--- src/sips_pkg.sv ---
// Shared constants and types of the sorted insert priority stack.
`timescale 1ns / 1ps
package sips_pkg;

  localparam int unsigned DEPTH = 16;
  localparam int unsigned CNT_W = $clog2(DEPTH + 1);
  localparam int unsigned VAL_W = 32;
  localparam int unsigned OUT_CNT_W = 5;

  typedef enum logic {
    KIND_INSERT = 1'b0,
    KIND_POP    = 1'b1
  } kind_e;

  typedef struct packed {
    logic                    ins;
    logic                    pop;
    logic signed [VAL_W-1:0] value;
  } cell_op_t;

endpackage

--- src/sips_if.sv ---
// Handshake channels carrying items into and results out of the stack.
`timescale 1ns / 1ps
interface sips_in_if;
  import sips_pkg::*;
  logic                    valid;
  logic                    ready;
  logic                    kind;
  logic signed [VAL_W-1:0] value;
  modport source (output valid, output kind, output value, input ready);
  modport sink (input valid, input kind, input value, output ready);
endinterface

interface sips_out_if;
  import sips_pkg::*;
  logic                    valid;
  logic                    ready;
  logic signed [VAL_W-1:0] popped_value;
  logic [OUT_CNT_W-1:0]    entry_count;
  logic                    empty_error;
  logic                    full_error;
  modport source (output valid, output popped_value, output entry_count,
                  output empty_error, output full_error, input ready);
  modport sink (input valid, input popped_value, input entry_count,
                input empty_error, input full_error, output ready);
endinterface

--- src/sips_cell.sv ---
// One slot of the sorted row: holds an entry and shifts it with its neighbours.
`timescale 1ns / 1ps
module sips_cell
  import sips_pkg::*;
(
  input  logic                    clk_i,
  input  cell_op_t                op_i,
  input  logic                    occ_i,
  input  logic                    left_lt_i,
  input  logic signed [VAL_W-1:0] left_entry_i,
  input  logic signed [VAL_W-1:0] right_entry_i,
  output logic                    lt_o,
  output logic signed [VAL_W-1:0] entry_o
);

  logic signed [VAL_W-1:0] entry_q, entry_d;

  assign lt_o    = occ_i && (entry_q < op_i.value);
  assign entry_o = entry_q;

  always_comb begin
    entry_d = entry_q;
    if (op_i.ins) begin
      if (!lt_o) begin
        entry_d = left_lt_i ? op_i.value : left_entry_i;
      end
    end else if (op_i.pop) begin
      entry_d = right_entry_i;
    end
  end

  always_ff @(posedge clk_i) begin
    entry_q <= entry_d;
  end

endmodule

--- src/sorted_insert_priority_stack.sv ---
// Top level of the sorted insert priority stack: cell row, count and result register.
`timescale 1ns / 1ps
// Takes one insert or pop transaction per cycle and returns one result for each,
// in the next cycle, from an output register; a new transaction is taken while a
// result waits only if that result is taken in the same cycle. The entries sit in
// a row of DEPTH cells, smallest at the top; every cell compares its entry with
// the inserted value in parallel and shifts down or up by one slot with its
// neighbours, so the cell compare sets the cycle. No clearing pass after reset.
module sorted_insert_priority_stack
  import sips_pkg::*;
(
  input  logic      clk_i,
  input  logic      rst_ni,
  sips_in_if.sink   in_i,
  sips_out_if.source out_o
);

  logic [CNT_W-1:0] count_q, count_d;
  logic             out_valid_q;
  logic signed [VAL_W-1:0] out_value_q;
  logic [OUT_CNT_W-1:0]    out_count_q;
  logic             out_empty_q, out_full_q;

  logic     accept, is_full, is_empty, do_ins, do_pop;
  cell_op_t op;

  logic                    cell_lt    [DEPTH];
  logic signed [VAL_W-1:0] cell_entry [DEPTH];

  assign in_i.ready = !out_valid_q || out_o.ready;
  assign accept     = in_i.valid && in_i.ready;
  assign is_full    = (count_q >= CNT_W'(DEPTH));
  assign is_empty   = (count_q == '0);
  assign do_ins     = accept && (in_i.kind == KIND_INSERT) && !is_full;
  assign do_pop     = accept && (in_i.kind == KIND_POP) && !is_empty;

  assign op.ins   = do_ins;
  assign op.pop   = do_pop;
  assign op.value = in_i.value;

  for (genvar i = 0; i < DEPTH; i++) begin : g_cell
    logic                    left_lt;
    logic signed [VAL_W-1:0] left_entry, right_entry;
    if (i == 0) begin : g_top
      assign left_lt    = 1'b1;
      assign left_entry = in_i.value;
    end else begin : g_mid
      assign left_lt    = cell_lt[i-1];
      assign left_entry = cell_entry[i-1];
    end
    if (i == DEPTH - 1) begin : g_bot
      assign right_entry = '0;
    end else begin : g_up
      assign right_entry = cell_entry[i+1];
    end
    sips_cell u_cell (
      .clk_i         (clk_i),
      .op_i          (op),
      .occ_i         (count_q > CNT_W'(i)),
      .left_lt_i     (left_lt),
      .left_entry_i  (left_entry),
      .right_entry_i (right_entry),
      .lt_o          (cell_lt[i]),
      .entry_o       (cell_entry[i])
    );
  end

  always_comb begin
    count_d = count_q;
    if (do_ins) begin
      count_d = count_q + CNT_W'(1);
    end else if (do_pop) begin
      count_d = count_q - CNT_W'(1);
    end
  end

  always_ff @(posedge clk_i or negedge rst_ni) begin
    if (!rst_ni) begin
      count_q     <= '0;
      out_valid_q <= 1'b0;
    end else begin
      count_q <= count_d;
      if (accept) begin
        out_valid_q <= 1'b1;
      end else if (out_o.ready) begin
        out_valid_q <= 1'b0;
      end
    end
  end

  always_ff @(posedge clk_i) begin
    if (accept) begin
      out_value_q <= do_pop ? cell_entry[0] : '0;
      out_count_q <= OUT_CNT_W'(count_d);
      out_empty_q <= (in_i.kind == KIND_POP) && is_empty;
      out_full_q  <= (in_i.kind == KIND_INSERT) && is_full;
    end
  end

  assign out_o.valid        = out_valid_q;
  assign out_o.popped_value = out_value_q;
  assign out_o.entry_count  = out_count_q;
  assign out_o.empty_error  = out_empty_q;
  assign out_o.full_error   = out_full_q;

  a_count_bound : assert property (@(posedge clk_i) disable iff (!rst_ni)
    count_q <= CNT_W'(DEPTH))
    else $error("stored count beyond depth");

  a_top_sorted : assert property (@(posedge clk_i) disable iff (!rst_ni)
    (count_q >= CNT_W'(2)) |-> (cell_entry[0] <= cell_entry[1]))
    else $error("top two entries out of order");

  a_pop_value : assert property (@(posedge clk_i) disable iff (!rst_ni)
    do_pop |=> (out_o.popped_value == $past(cell_entry[0])))
    else $error("popped value is not the old top entry");

  a_count_match : assert property (@(posedge clk_i) disable iff (!rst_ni)
    out_valid_q |-> (out_count_q == OUT_CNT_W'(count_q)))
    else $error("reported count differs from stored count");

  a_full_flag : assert property (@(posedge clk_i) disable iff (!rst_ni)
    (out_valid_q && out_full_q) |-> (count_q == CNT_W'(DEPTH)))
    else $error("full flag with room left");

endmodule

--- src/flat_wrapper.sv ---
// flat-port wrapper written by rule: the top's interface ports become plain ports
module sorted_insert_priority_stack_flat import sips_pkg::*;
  (clk_i, rst_ni, in_i_valid, in_i_kind, in_i_value, in_i_ready, out_o_valid, out_o_popped_value, out_o_entry_count, out_o_empty_error, out_o_full_error, out_o_ready);
  sips_in_if in_i_i ();
  sips_out_if out_o_i ();
  input  logic clk_i;
  input  logic rst_ni;
  input wire logic [$bits(in_i_i.valid)-1:0] in_i_valid;
  input wire logic [$bits(in_i_i.kind)-1:0] in_i_kind;
  input wire logic [$bits(in_i_i.value)-1:0] in_i_value;
  output wire logic [$bits(in_i_i.ready)-1:0] in_i_ready;
  output wire logic [$bits(out_o_i.valid)-1:0] out_o_valid;
  output wire logic [$bits(out_o_i.popped_value)-1:0] out_o_popped_value;
  output wire logic [$bits(out_o_i.entry_count)-1:0] out_o_entry_count;
  output wire logic [$bits(out_o_i.empty_error)-1:0] out_o_empty_error;
  output wire logic [$bits(out_o_i.full_error)-1:0] out_o_full_error;
  input wire logic [$bits(out_o_i.ready)-1:0] out_o_ready;
  assign in_i_i.valid = in_i_valid;
  assign in_i_i.kind = in_i_kind;
  assign in_i_i.value = in_i_value;
  assign in_i_ready = in_i_i.ready;
  assign out_o_valid = out_o_i.valid;
  assign out_o_popped_value = out_o_i.popped_value;
  assign out_o_entry_count = out_o_i.entry_count;
  assign out_o_empty_error = out_o_i.empty_error;
  assign out_o_full_error = out_o_i.full_error;
  assign out_o_i.ready = out_o_ready;
  sorted_insert_priority_stack u_core (.clk_i(clk_i), .rst_ni(rst_ni), .in_i(in_i_i), .out_o(out_o_i));
endmodule
--- config.mk ---
export PLATFORM = sky130hd
export DESIGN_NAME = sorted_insert_priority_stack_flat
export DESIGN_NICKNAME = d
export VERILOG_FILES = /design/src/sips_pkg.sv /design/src/sips_if.sv /design/src/sips_cell.sv /design/src/sorted_insert_priority_stack.sv /design/src/flat_wrapper.sv
export SDC_FILE = /design/constraint.sdc
export NUM_CORES = 2
export LEC_CHECK = 0
export CAP_MARGIN = 20
export CORE_MARGIN = 1.5
export CORE_UTILIZATION = 60
export CTS_CLUSTER_DIAMETER = 80
export DETAILED_ROUTE_END_ITERATION = 8
export DONT_BUFFER_PORTS = 1
export GPL_TIMING_DRIVEN = 0
export PLACE_DENSITY = 0.81
export SYNTH_ARGS = -nofsm -noshare
export SYNTH_HDL_FRONTEND = slang
export SYNTH_HIERARCHICAL = 1
export SYNTH_SLANG_ARGS = --single-unit
--- constraint.sdc ---
create_clock -name clk_i -period 7.95 [get_ports clk_i]
set_input_delay 0.3975 -clock clk_i [delete_from_list [all_inputs] [get_ports clk_i]]
set_output_delay 0.3975 -clock clk_i [all_outputs]
set_load 0.1 [all_outputs]
==> impl_metrics.py <==
metrics = {
    "timing": {
        "slew_violations": 0,
        "setup_viol_count_final": 0,
        "rsz0062_at_grt": "false",
        "tightestPinTransition_ps": 1060,
        "hold_viol_final": 0,
        "fin_worst_skew_ps": 18.8,
        "fmax_ghz": 0.235,
        "period_share_pct": 53.5,
        "slew_headroom_pct": 28.3,
        "finalCriticalPeriod_ps": 4250,
        "final.setup.tns_ps": 0,
    },
    "layout": {
        "final_cell_mix": "a21oi_1 (721), nor2_1 (601), edfxtp_1 (551), mux2i_1 (528), ha_1 (501)",
        "final_layout_size_suffix_gt1_share_pct": 4.53,
        "synthToLayoutAreaGrowth_pct": 8.91,
        "final_common_cell": "a21oi_1",
        "finish.utilization_pct": 66.1,
        "nets": 4933,
        "nFillCells": 5157,
    },
    "cts": {
        "insertion_delay_ps": 640,
        "cts_buffers": 61,
        "cts_root_buf": "clkbuf_16",
        "cts.sink_count": 557,
        "clk_pin_slew_ps": 60,
        "cts_tree": "done",
        "clockBufferDepth": 3,
        "cts_resized": 0,
        "h-tree-depth": 2,
    },
    "yosys": {
        "yosysWarnings": 6,
        "synth_area_um2": 40900,
        "syn_inst": 4261,
        "syn_avg_cell_area_um2": 9.59,
    },
    "global_route": {
        "grtUsageTotal_pct": 26.7,
        "grt_antenna_before_repair": 1,
        "grt_max_degree": 39,
        "grt_overflow": 0,
        "grt_pass1_vias": 31000,
        "grt_pass1_wl_um": 153000,
    },
    "power": {
        "total_power_mw": 8.14,
        "combPwrFrac_pct": 22.0,
        "p_sw_share_pct": 29.9,
        "power_density_nw_per_um2": 183,
        "clkPwrFrac_pct": 32.6,
        "leakage_nw": 20.4,
        "vdd_drop_max_v": 0.000170,
        "p_sw_mw": 2.43,
        "power_frac_seq_pct": 45.4,
        "internal-power_mw": 5.71,
    },
    "route": {
        "first_pass_iters": 6,
        "wl_per_cell_um": 17.9,
        "ant_nets": 0,
        "drt-total-wl_um": 95000,
        "drc_errors": 0,
        "drt_iter0_markers": 2171,
        "via_per_inst": 5.89,
        "vias": 31300,
    },
    "placement": {
        "hpwl_um": 74800,
        "portBuffers": 0,
        "gp_congestion": 0.895,
    },
    "critical_path": {
        "worst_path_max_delay_cell": "dfrtp_1",
        "startpoint_type": "flip-flop",
        "path_buf_inv": 4,
        "criticalPathCategory": "flip-flop to flip-flop",
        "crit_required_ps": 8290,
        "cp_cell_sequence": "nand2b_1 > nand3_1 > inv_2 > buf_12 > clkbuf_1 > nor2_1 > nor3_2 > buf_6",
        "cp.arrival_ps": 4590,
        "rrSetupSlack_ps": 3700,
        "crit_path_max_incr_delay_ps": 770,
        "crit_family": "simple AND/OR/NAND/NOR gates",
        "crit_fanout": 34,
        "cp-end-kind": "flip-flop",
    },
    "die": {
        "start_util_pct": 60.7,
        "rows": 95,
        "fp.dieW_um": 264,
        "pin_count": 78,
        "core_area_um2": 67300,
        "die_h_um": 264,
        "fp.dieArea_um2": 69700,
    },
    "run": {
        "maxCapViolCount": 0,
    },
    "worst_hold_path": {
        "hold_path.class": "primary input to flip-flop",
    },
    "run_status": {
        "status": "completed",
    },
}
==> final cells by class <==
cell class / count / area, um^2 / area share, %
inverter: 502 / 1880 / 4.23
multi-input combinational: 3049 / 21700 / 48.8
clock buffer: 87 / 1670 / 3.74
clock inverter: 22 / 155 / 0.349
timing repair buffer: 40 / 529 / 1.19
antenna: 1 / 2.50 / 0.00562
tap: 873 / 1090 / 2.45
buffer: 184 / 768 / 1.73
sequential: 557 / 16700 / 37.5
==> metal layers <==
metal  vias to the layer above  track usage (%)  wire, um  share of wire, %
met5                         -                0         0                 0
met4                         0             10.5      3620               3.8
met3                       206             2.61      4110               4.3
met2                       826             48.0     47100                50
met1                     14700             33.1     40200                42
li1                      15600                -         -                 -
==> through the flow <==
step / instances / instance area, um^2 / hold WS [ps] / setup WS [ps]
floorplan: 4292 / 41000 / 102 / 1890
global placement: 5165 / 42100 / 103 / -206
detailed placement: 5202 / 42600 / 103 / 3780
CTS: 5314 / 44500 / 19.4 / 3760
global route: 5314 / 44500 / 42.7 / 3500
finish: 5315 / 44500 / 61.7 / 3700
==> registers in the layout (all words and copies together), names as in the netlist <==
name / flops
u_core/out_o.empty_error: 1
u_core/out_o.full_error: 1
u_core/out_o.popped_value: 32
u_core/out_o.valid: 1
u_core/count_q: 5
u_core/g_cell.u_cell/entry_o: 512
u_core/out_o.entry_count: 5
==> final timing paths <==
kind / end / from / cells after the start
max: u_core/g_cell[7].u_cell/entry_o[4]$_DFFE_PP_ / u_core/out_o.valid$_DFFE_PN0P_ / 8
min: u_core/g_cell[0].u_cell/entry_o[12]$_DFFE_PP_ / in_i_value[12] / 2
max reg2reg: u_core/g_cell[7].u_cell/entry_o[4]$_DFFE_PP_ / u_core/out_o.valid$_DFFE_PN0P_ / 8
min reg2reg: u_core/out_o.popped_value[5]$_SDFFCE_PN0N_ / u_core/g_cell[0].u_cell/entry_o[5]$_DFFE_PP_ / 1
max in group asynchronous: u_core/count_q[3]$_DFF_PN0_ / rst_ni / 1
min in group asynchronous: u_core/count_q[0]$_DFF_PN0_ / rst_ni / 1
==> timing repair <==
action	CTS	global route
hold endpoints to repair	8	0
hold buffers	3	0
setup buffers	0	0
==> power groups by stage <==
stage | Combinational (mW) | Clock, mW | Sequential, mW
finish | 1.79 | 2.66 | 3.70
CTS | 1.77 | 2.70 | 3.69
global route | 1.97 | 2.80 | 3.71
floorplan | 1.37 | 0 | 3.71
global placement | 1.64 | 0 | 3.76
detailed placement | 1.76 | 0 | 3.75
Power figures use the tool's default switching activity.
